[src/hw/rtl/ed_pkg.sv]
// Shared widths and command codes for the edit distance engine.
package ed_pkg;

  localparam int CMD_W  = 2;
  localparam int SYM_W  = 8;
  localparam int DIST_W = 7;

  // Largest distance the result field can carry; larger values saturate.
  localparam logic [DIST_W-1:0] DIST_MAX = 7'd127;

  // Request commands
  localparam logic [CMD_W-1:0] CMD_LOAD_FIRST  = 2'd0;
  localparam logic [CMD_W-1:0] CMD_LOAD_SECOND = 2'd1;
  localparam logic [CMD_W-1:0] CMD_COMPUTE     = 2'd2;

endpackage

[src/hw/rtl/ed_in_if.sv]
// Request channel of the edit distance engine: command and symbol.
interface ed_in_if;
  import ed_pkg::*;

  logic             valid;
  logic             ready;
  logic [CMD_W-1:0] cmd;
  logic [SYM_W-1:0] symbol;

  modport source (output valid, output cmd, output symbol, input ready);
  modport sink   (input valid, input cmd, input symbol, output ready);

endinterface

[src/hw/rtl/ed_out_if.sv]
// Result channel of the edit distance engine: distance and overflow flag.
interface ed_out_if;
  import ed_pkg::*;

  logic              valid;
  logic              ready;
  logic [DIST_W-1:0] distance;
  logic              overflow;

  modport source (output valid, output distance, output overflow, input ready);
  modport sink   (input valid, input distance, input overflow, output ready);

endinterface

[src/hw/rtl/ed_cell.sv]
// Score unit for one matrix cell: minimum of insert, delete and substitute costs.
module ed_cell #(
  parameter int SCORE_W = 7
) (
  input  logic [SCORE_W-1:0] up,
  input  logic [SCORE_W-1:0] left,
  input  logic [SCORE_W-1:0] diag,
  input  logic               mismatch,
  output logic [SCORE_W-1:0] best
);

  // One extra bit so the +1 candidates never wrap
  localparam int SW = SCORE_W + 1;

  logic [SW-1:0] up_cost;
  logic [SW-1:0] left_cost;
  logic [SW-1:0] sub_cost;
  logic [SW-1:0] min_ul;
  logic [SW-1:0] min_all;

  assign up_cost   = SW'(up) + SW'(1);
  assign left_cost = SW'(left) + SW'(1);
  assign sub_cost  = SW'(diag) + SW'(mismatch);

  assign min_ul  = (left_cost < up_cost) ? left_cost : up_cost;
  assign min_all = (sub_cost < min_ul) ? sub_cost : min_ul;

  // A cell score never exceeds the longer prefix, so it fits the score width
  assign best = min_all[SCORE_W-1:0];

endmodule

[src/hw/rtl/edit_distance_engine.sv]
// Top level of the edit distance engine: string buffers, row memory and sweep sequencer.
//
// Load requests (cmd 0 and 1) append one byte to the first or second string; a byte
// past MAX_LEN is dropped and flags overflow. A compute request (cmd 2) holds the
// request channel low from acceptance until its result is issued; with an empty
// string the result is the other length. Otherwise the row memory is first seeded,
// then for each matrix cell the row memory and the second string are read, and the
// cell is then scored in the single cell unit and written back. The
// result sits in an output register, so loads for the next pair are accepted while it
// waits to be taken; a compute that finishes while the previous result still waits
// stays in its done state, request channel low, until that result is taken.
// Cmd 3 is ignored. Distances above 127 saturate to 127.
module edit_distance_engine #(
  parameter int MAX_LEN = 64
) (
  input logic     clk,
  input logic     rst_n,
  ed_in_if.sink   in_ch,
  ed_out_if.source out_ch
);
  import ed_pkg::*;

  localparam int LW = $clog2(MAX_LEN + 1);
  localparam int AW = (MAX_LEN > 1) ? $clog2(MAX_LEN) : 1;
  localparam int XW = (LW > DIST_W) ? LW : DIST_W;
  localparam logic [LW-1:0] MAX_L = LW'(MAX_LEN);

  typedef enum logic [5:0] {
    S_IDLE = 6'b000001,
    S_INIT = 6'b000010,
    S_ROW  = 6'b000100,
    S_RD   = 6'b001000,
    S_CMP  = 6'b010000,
    S_DONE = 6'b100000
  } state_t;

  state_t state_r, state_nxt;

  logic [LW-1:0] len_a_r, len_a_nxt;
  logic [LW-1:0] len_b_r, len_b_nxt;
  logic          ovf_r, ovf_nxt;
  logic [LW-1:0] ri_r, ri_nxt;
  logic [LW-1:0] cj_r, cj_nxt;
  logic [LW-1:0] left_r, left_nxt;
  logic [LW-1:0] diag_r, diag_nxt;
  logic [LW-1:0] res_r, res_nxt;

  logic              out_valid_r, out_valid_nxt;
  logic [DIST_W-1:0] out_dist_r;
  logic              out_ovf_r;

  // String buffers and working row (row entry k holds score of column k+1)
  logic [SYM_W-1:0] mem_a   [MAX_LEN];
  logic [SYM_W-1:0] mem_b   [MAX_LEN];
  logic [LW-1:0]    mem_row [MAX_LEN];

  logic [SYM_W-1:0] a_rd_r;
  logic [SYM_W-1:0] b_rd_r;
  logic [LW-1:0]    row_rd_r;

  logic          in_acc;
  logic          wr_a;
  logic          wr_b;
  logic          out_free;
  logic          load_out;
  logic          row_we;
  logic [LW-1:0] row_wdata;
  logic          m_last;
  logic          n_last;
  logic [LW-1:0] best;
  logic [XW-1:0] res_x;
  logic [DIST_W-1:0] dist_sat;

  // Handshake
  assign in_ch.ready = (state_r == S_IDLE);
  assign in_acc      = in_ch.valid && in_ch.ready;
  assign out_free    = !out_valid_r || out_ch.ready;
  assign load_out    = (state_r == S_DONE) && out_free;

  assign wr_a = in_acc && (in_ch.cmd == CMD_LOAD_FIRST) && (len_a_r != MAX_L);
  assign wr_b = in_acc && (in_ch.cmd == CMD_LOAD_SECOND) && (len_b_r != MAX_L);

  // Sweep position
  assign m_last = (cj_r == len_b_r - LW'(1));
  assign n_last = (ri_r == len_a_r - LW'(1));

  // Row memory write: seed with column index, then cell scores
  assign row_we    = (state_r == S_INIT) || (state_r == S_CMP);
  assign row_wdata = (state_r == S_INIT) ? (cj_r + LW'(1)) : best;

  // Shared cell unit
  ed_cell #(
    .SCORE_W (LW)
  ) u_cell (
    .up       (row_rd_r),
    .left     (left_r),
    .diag     (diag_r),
    .mismatch (a_rd_r != b_rd_r),
    .best     (best)
  );

  // Result saturation
  assign res_x    = XW'(res_r);
  assign dist_sat = (res_x > XW'(DIST_MAX)) ? DIST_MAX : res_x[DIST_W-1:0];

  // Sequencer
  always_comb begin
    state_nxt     = state_r;
    len_a_nxt     = len_a_r;
    len_b_nxt     = len_b_r;
    ovf_nxt       = ovf_r;
    ri_nxt        = ri_r;
    cj_nxt        = cj_r;
    left_nxt      = left_r;
    diag_nxt      = diag_r;
    res_nxt       = res_r;
    out_valid_nxt = out_valid_r && !out_ch.ready;

    unique case (state_r)
      S_IDLE: begin
        if (in_acc) begin
          unique case (in_ch.cmd)
            CMD_LOAD_FIRST: begin
              if (len_a_r != MAX_L) len_a_nxt = len_a_r + LW'(1);
              else                  ovf_nxt   = 1'b1;
            end
            CMD_LOAD_SECOND: begin
              if (len_b_r != MAX_L) len_b_nxt = len_b_r + LW'(1);
              else                  ovf_nxt   = 1'b1;
            end
            CMD_COMPUTE: begin
              // Empty string: distance is the other length
              if (len_a_r == '0) begin
                res_nxt   = len_b_r;
                state_nxt = S_DONE;
              end else if (len_b_r == '0) begin
                res_nxt   = len_a_r;
                state_nxt = S_DONE;
              end else begin
                cj_nxt    = '0;
                state_nxt = S_INIT;
              end
            end
            default: ;
          endcase
        end
      end
      S_INIT: begin
        if (m_last) begin
          cj_nxt    = '0;
          ri_nxt    = '0;
          state_nxt = S_ROW;
        end else begin
          cj_nxt = cj_r + LW'(1);
        end
      end
      S_ROW: begin
        // Column zero of row ri+1 is ri+1; the old one is ri
        left_nxt  = ri_r + LW'(1);
        diag_nxt  = ri_r;
        state_nxt = S_CMP;
      end
      S_RD: begin
        state_nxt = S_CMP;
      end
      S_CMP: begin
        diag_nxt = row_rd_r;
        left_nxt = best;
        if (m_last) begin
          if (n_last) begin
            res_nxt   = best;
            state_nxt = S_DONE;
          end else begin
            ri_nxt    = ri_r + LW'(1);
            cj_nxt    = '0;
            state_nxt = S_ROW;
          end
        end else begin
          cj_nxt    = cj_r + LW'(1);
          state_nxt = S_RD;
        end
      end
      S_DONE: begin
        if (out_free) begin
          out_valid_nxt = 1'b1;
          len_a_nxt     = '0;
          len_b_nxt     = '0;
          ovf_nxt       = 1'b0;
          state_nxt     = S_IDLE;
        end
      end
      default: state_nxt = S_IDLE;
    endcase
  end

  // Control registers
  always_ff @(posedge clk) begin
    if (!rst_n) begin
      state_r     <= S_IDLE;
      len_a_r     <= '0;
      len_b_r     <= '0;
      ovf_r       <= 1'b0;
      out_valid_r <= 1'b0;
    end else begin
      state_r     <= state_nxt;
      len_a_r     <= len_a_nxt;
      len_b_r     <= len_b_nxt;
      ovf_r       <= ovf_nxt;
      out_valid_r <= out_valid_nxt;
    end
  end

  // Datapath registers
  always_ff @(posedge clk) begin
    ri_r   <= ri_nxt;
    cj_r   <= cj_nxt;
    left_r <= left_nxt;
    diag_r <= diag_nxt;
    res_r  <= res_nxt;
    if (load_out) begin
      out_dist_r <= dist_sat;
      out_ovf_r  <= ovf_r;
    end
  end

  // Memories: one write and one registered read each
  always_ff @(posedge clk) begin
    if (wr_a) mem_a[len_a_r[AW-1:0]] <= in_ch.symbol;
    a_rd_r <= mem_a[ri_r[AW-1:0]];
  end

  always_ff @(posedge clk) begin
    if (wr_b) mem_b[len_b_r[AW-1:0]] <= in_ch.symbol;
    b_rd_r <= mem_b[cj_r[AW-1:0]];
  end

  always_ff @(posedge clk) begin
    if (row_we) mem_row[cj_r[AW-1:0]] <= row_wdata;
    row_rd_r <= mem_row[cj_r[AW-1:0]];
  end

  assign out_ch.valid    = out_valid_r;
  assign out_ch.distance = out_dist_r;
  assign out_ch.overflow = out_ovf_r;

  // Checks
  a_len_bound: assert property (@(posedge clk) disable iff (!rst_n)
    (len_a_r <= MAX_L) && (len_b_r <= MAX_L))
    else $error("string length above MAX_LEN");

  a_compute_busy: assert property (@(posedge clk) disable iff (!rst_n)
    (in_acc && (in_ch.cmd == CMD_COMPUTE)) |=> !in_ch.ready)
    else $error("request accepted right after compute");

  a_sweep_range: assert property (@(posedge clk) disable iff (!rst_n)
    ((state_r == S_RD) || (state_r == S_CMP)) |-> ((cj_r < len_b_r) && (ri_r < len_a_r)))
    else $error("sweep index outside loaded strings");

  a_done_clears: assert property (@(posedge clk) disable iff (!rst_n)
    load_out |=> (out_valid_r && (len_a_r == '0) && (len_b_r == '0) && !ovf_r))
    else $error("result issue did not clear the pair");

endmodule
[src/flat_wrapper.sv]
// flat-port wrapper written by rule: the top's interface ports become plain ports
module edit_distance_engine_flat import ed_pkg::*;
#(
  parameter int MAX_LEN = 64
)
  (clk, rst_n, in_ch_valid, in_ch_cmd, in_ch_symbol, in_ch_ready, out_ch_valid, out_ch_distance, out_ch_overflow, out_ch_ready);
  ed_in_if in_ch_i ();
  ed_out_if out_ch_i ();
  input logic clk;
  input logic rst_n;
  input wire logic [$bits(in_ch_i.valid)-1:0] in_ch_valid;
  input wire logic [$bits(in_ch_i.cmd)-1:0] in_ch_cmd;
  input wire logic [$bits(in_ch_i.symbol)-1:0] in_ch_symbol;
  output wire logic [$bits(in_ch_i.ready)-1:0] in_ch_ready;
  output wire logic [$bits(out_ch_i.valid)-1:0] out_ch_valid;
  output wire logic [$bits(out_ch_i.distance)-1:0] out_ch_distance;
  output wire logic [$bits(out_ch_i.overflow)-1:0] out_ch_overflow;
  input wire logic [$bits(out_ch_i.ready)-1:0] out_ch_ready;
  assign in_ch_i.valid = in_ch_valid;
  assign in_ch_i.cmd = in_ch_cmd;
  assign in_ch_i.symbol = in_ch_symbol;
  assign in_ch_ready = in_ch_i.ready;
  assign out_ch_valid = out_ch_i.valid;
  assign out_ch_distance = out_ch_i.distance;
  assign out_ch_overflow = out_ch_i.overflow;
  assign out_ch_i.ready = out_ch_ready;
  edit_distance_engine #(.MAX_LEN(MAX_LEN)) u_core (.clk(clk), .rst_n(rst_n), .in_ch(in_ch_i), .out_ch(out_ch_i));
endmodule
[config.mk]
export PLATFORM = sky130hd
export DESIGN_NAME = edit_distance_engine_flat
export DESIGN_NICKNAME = d
export VERILOG_FILES = /design/src/hw/rtl/ed_pkg.sv /design/src/hw/rtl/ed_in_if.sv /design/src/hw/rtl/ed_out_if.sv /design/src/hw/rtl/ed_cell.sv /design/src/hw/rtl/edit_distance_engine.sv /design/src/flat_wrapper.sv
export SDC_FILE = /design/constraint.sdc
export NUM_CORES = 2
export LEC_CHECK = 0
export ABC_AREA = 1
export BUFFER_PORTS_ARGS = -buffer_cell sky130_fd_sc_hd__clkbuf_2
export CORE_MARGIN = 5
export CORE_UTILIZATION = 55
export DETAILED_ROUTE_END_ITERATION = 8
export PLACE_DENSITY = 0.71
export SLEW_MARGIN = 20
export SYNTH_ARGS = -nofsm -noshare
export SYNTH_HDL_FRONTEND = slang
export SYNTH_HIERARCHICAL = 1
export SYNTH_SLANG_ARGS = --single-unit
[constraint.sdc]
create_clock -name clk -period 11.3 [get_ports clk]
set_clock_uncertainty 0.05 [all_clocks]
set_input_delay 1.13 -clock clk [delete_from_list [all_inputs] [get_ports clk]]
set_output_delay 1.13 -clock clk [all_outputs]
set_load 0.05 [all_outputs]
==> flow_summary_export.csv <==
group,metric,value,unit
synthesis,synth_adder_area_share,0.00507,
place,dp_hpwl,91300,um
synthesis,synthCells,4708,
hold_path,hp-class,"reg2reg",
finish,drive_above_1_share,0.0744,
worst_setup_path,crit_chain,"ha_1 -> nand4_1 -> xnor2_1 -> inv_1 -> ha_1 -> nand2_1 -> a21oi_1 -> nand2_2 -> nand2_2 -> inv_1 -> o21ai_1 -> inv_1 -> ha_1 -> a21oi_1 -> nor2_1 -> a211oi_4 -> nand3_1 -> nand2_1 -> nand2_1 -> o21ai_4 -> buf_4",
synthesis,muxShareOfSynthArea,0,
power_and_ir_drop,combPwrFrac,0.163,
synthesis,ys.flop_type,"edfxtp_1",
synthesis,synth_top_family_by_area,"simple AND/OR/NAND/NOR gates",
power_and_ir_drop,clkPwrFrac,0.347,
clock_network,cts_buffers,157,
synthesis,synth_area_leaders,"edfxtp_1 74%, nand2_1 6.0%, nor2_1 3.5%",
timing,setup_violations,0,
synthesis,yosys.area.top_type,"edfxtp_1",
synthesis,synth_xor_area_frac,0.00483,
synthesis,ys_seq_area_frac,0.752,
detailed_routing,ant_nets,0,
detailed_routing,via_per_inst,6.19,
grt,overflow,0,
place,dp_cells,6035,
clock_network,path_clk_slew,60,ps
finish,area_growth,10.4,%
synthesis,synth-compound-area-share,0.0851,
power_and_ir_drop,intPower,10200,uW
clock_network,h-tree-depth,4,
finish,final_cell_count_no_fill,6317,
detailed_routing,drc_errors,0,
worst_setup_path,cp_num_buf_inv,4,
power_and_ir_drop,p_seq_frac,0.490,
grt,grt_max_degree,200,
timing,maxSlewHeadroom,0.191,
worst_setup_path,start_kind,"register",
clock_network,hold_buffers,0,
finish,nFillCells,8251,
timing,post-route-period-util,0.420,
synthesis,synth.avg_cell_area,13.1,um^2
worst_setup_path,max_stage_delay,540,ps
synthesis,async_reset_ff_frac,0,
clock_network,cts_buffer_depth,3,
finish,fin_area,68100,um^2
floorplan,dieArea,119000,um^2
place,io_buffers,23,
clock_network,cts_num_sinks,1560,
worst_setup_path,cp_max_fo,64,
grt,grt_pass1_wl,235000,um
grt,track_usage,0.264,
clock_network,cts_setup_buffers,0,
floorplan,die_h,345,um
timing,whs,411,ps
power_and_ir_drop,switchingPower,3980,uW
worst_setup_path,reg2reg_slack,6560,ps
detailed_routing,num_vias,39100,
detailed_routing,wl_per_cell,25.1,um
grt,antenna_found_initial,3,
power_and_ir_drop,switching_share,0.280,
timing,rsz0062_at_grt,"no",
synthesis,synth_cell_type_count,49,
grt,grt_pass1_vias,37000,
power_and_ir_drop,vdd_drop_max,0.377,mV
timing,drv_slew,0,
worst_setup_path,cp.arrival,5150,ps
place,place.gp.congestion,0.918,
finish,layout.nets,4745,
floorplan,rows,122,
worst_setup_path,critPathCaptureType,"register",
synthesis,ys_ff_latch,1560,
floorplan,start_util,0.556,
synthesis,synth-simple-area-share,0.123,
synthesis,yosys_warnings,6,
worst_setup_path,cp_top_family,"compound AO/OA/AOI/OAI gates",
clock_network,insertion_delay,770,ps
clock_network,ctsResizeCount,0,
timing,fmax,211,MHz
place,dpl-instance-area,63200,um^2
synthesis,synth_fp_nets,4747,
power_and_ir_drop,p_leak,0.0228,uW
clock_network,cts_tree,"yes",
finish,final_util,0.614,
run,maxCapViolCount,0,
power_and_ir_drop,powerDensity,209,nW/um^2
clock_network,root_buffer,"clkbuf_16",
floorplan,coreArea,111000,um^2
worst_setup_path,path_class,"reg2reg",
worst_setup_path,slowest_stage,"buf_4",
timing,finalHoldViolations,0,
floorplan,pin_count,24,
detailed_routing,finalWirelength,159000,um
detailed_routing,dr.pass1.iters,9,
floorplan,die_x,345,um
run_status,status,"complete, no violations",
synthesis,syn-cell-area,61700,um^2
timing,tns,0,ps
timing,fin_crit,4740,ps
synthesis,yosysTopAreaCellShare,0.738,
worst_setup_path,required,11710,ps
synthesis,synth_edf_count,1515,
detailed_routing,drt_iter0_drc,5331,
timing,tightest_slew,1210,ps
-- cell type report --
class                           instances  area [um^2]  area share
Antenna cell                            1         2.50   0.0000367
Clock buffer                          199         4150      0.0609
Clock inverter                         82          724      0.0106
Inverter                              182          702      0.0103
Multi-Input combinational cell       2719        13600       0.200
Sequential cell                      1560        46400       0.681
Tap cell                             1488         1860      0.0273
Timing Repair Buffer                   86          646     0.00948
-- cell families after synthesis --
| kind of cell | Yosys count |
|---|---|
| AOI/OAI and AO/OA | 805 |
| xor gates and xnor gates | 34 |
| adders and majority gates | 25 |
| buffers and inverters | 429 |
| DFF | 1560 |
| and+or+nand+nor | 1855 |
-- layout by cell type (no fill, tap or decap), drive strengths merged, types with 4 or more instances in the layout --
cell / synthesis / layout
a211oi: 6 / 6
a21oi: 47 / 47
a221oi: 71 / 71
a22o: 31 / 31
a22oi: 72 / 72
buf: 114 / 71
bufinv: 0 / 9
clkbuf: 133 / 214
clkinv: 8 / 74
dfxtp: 45 / 45
edfxtp: 1515 / 1515
ha: 25 / 25
inv: 174 / 178
nand2: 1001 / 1001
nand3: 137 / 137
nand3b: 4 / 4
nand4: 92 / 92
nor2: 574 / 574
nor3: 40 / 40
o2111ai: 23 / 23
o211ai: 44 / 44
o21a: 4 / 4
o21ai: 360 / 360
o221ai: 87 / 87
o22ai: 41 / 41
o31ai: 17 / 17
xnor2: 14 / 14
xor2: 20 / 20
-- power groups by stage --
| stage | clock [uW] | combinational [uW] | sequential, uW |
|---|---|---|---|
| floorplan | 0 | 1360 | 7100 |
| global placement | 0 | 2240 | 7070 |
| detailed placement | 0 | 2280 | 7080 |
| CTS | 4990 | 2290 | 6950 |
| global route | 5230 | 2500 | 6960 |
| finish | 4940 | 2320 | 6960 |
-- worst paths after layout --
check	from	to	depth (start not counted)
setup / recovery	u_core/row_rd_r[0]$_DFF_P_	u_core/mem_row[4][2]$_DFFE_PP_	21
hold / removal	u_core/res_r[0]$_DFFE_PP_	u_core/out_ch.distance[0]$_SDFFCE_PN1P_	0
setup reg to reg	u_core/row_rd_r[0]$_DFF_P_	u_core/mem_row[4][2]$_DFFE_PP_	21
hold reg to reg	u_core/res_r[0]$_DFFE_PP_	u_core/out_ch.distance[0]$_SDFFCE_PN1P_	0
-- layer usage --
layer	vias up	routed length (um)	track usage
met5	-	0	0
met4	0	4030	0.0758
met3	286	18400	0.0587
met2	2343	72200	0.403
met1	19200	63900	0.389
li1	17200	-	-
-- Yosys cell counts, drive strengths merged (2+ instances only) --
master   instances
a221oi          71
o211ai          44
o31ai           17
xnor2           14
xor2            20
a22oi           72
clkinv           8
inv            174
nor3            40
o22ai           41
ha              25
clkbuf         133
o2111ai         23
nor3b            3
o221ai          87
nand2         1001
a21oi           47
buf            114
nand3b           4
nor2           574
and3             2
edfxtp        1515
dfxtp           45
nand3          137
a22o            31
o21ai          360
a211oi           6
o21a             4
nand4           92
-- flip-flops by register name, indices dropped and copies added, names as in the netlist --
register                count
u_core/a_rd_r               8
u_core/b_rd_r               8
u_core/cj_r                 7
u_core/diag_r               7
u_core/left_r               7
u_core/len_a_r              7
u_core/len_b_r              7
u_core/mem_a              512
u_core/mem_b              512
u_core/mem_row            448
u_core/out_ch.distance      7
u_core/out_ch.overflow      1
u_core/out_ch.valid         1
u_core/ovf_r                1
u_core/res_r                7
u_core/ri_r                 7
u_core/row_rd_r             7
u_core/state_r              6
-- metrics by stage --
step	total power, uW	worst slack, ps
2_1_floorplan	8460	6220
3_3_place_gp	9310	6700
3_5_place_dp	9350	6680
4_1_cts	14200	6630
5_1_grt	14700	6230
6_report	14200	6560
(Power assumes the default switching activity.)
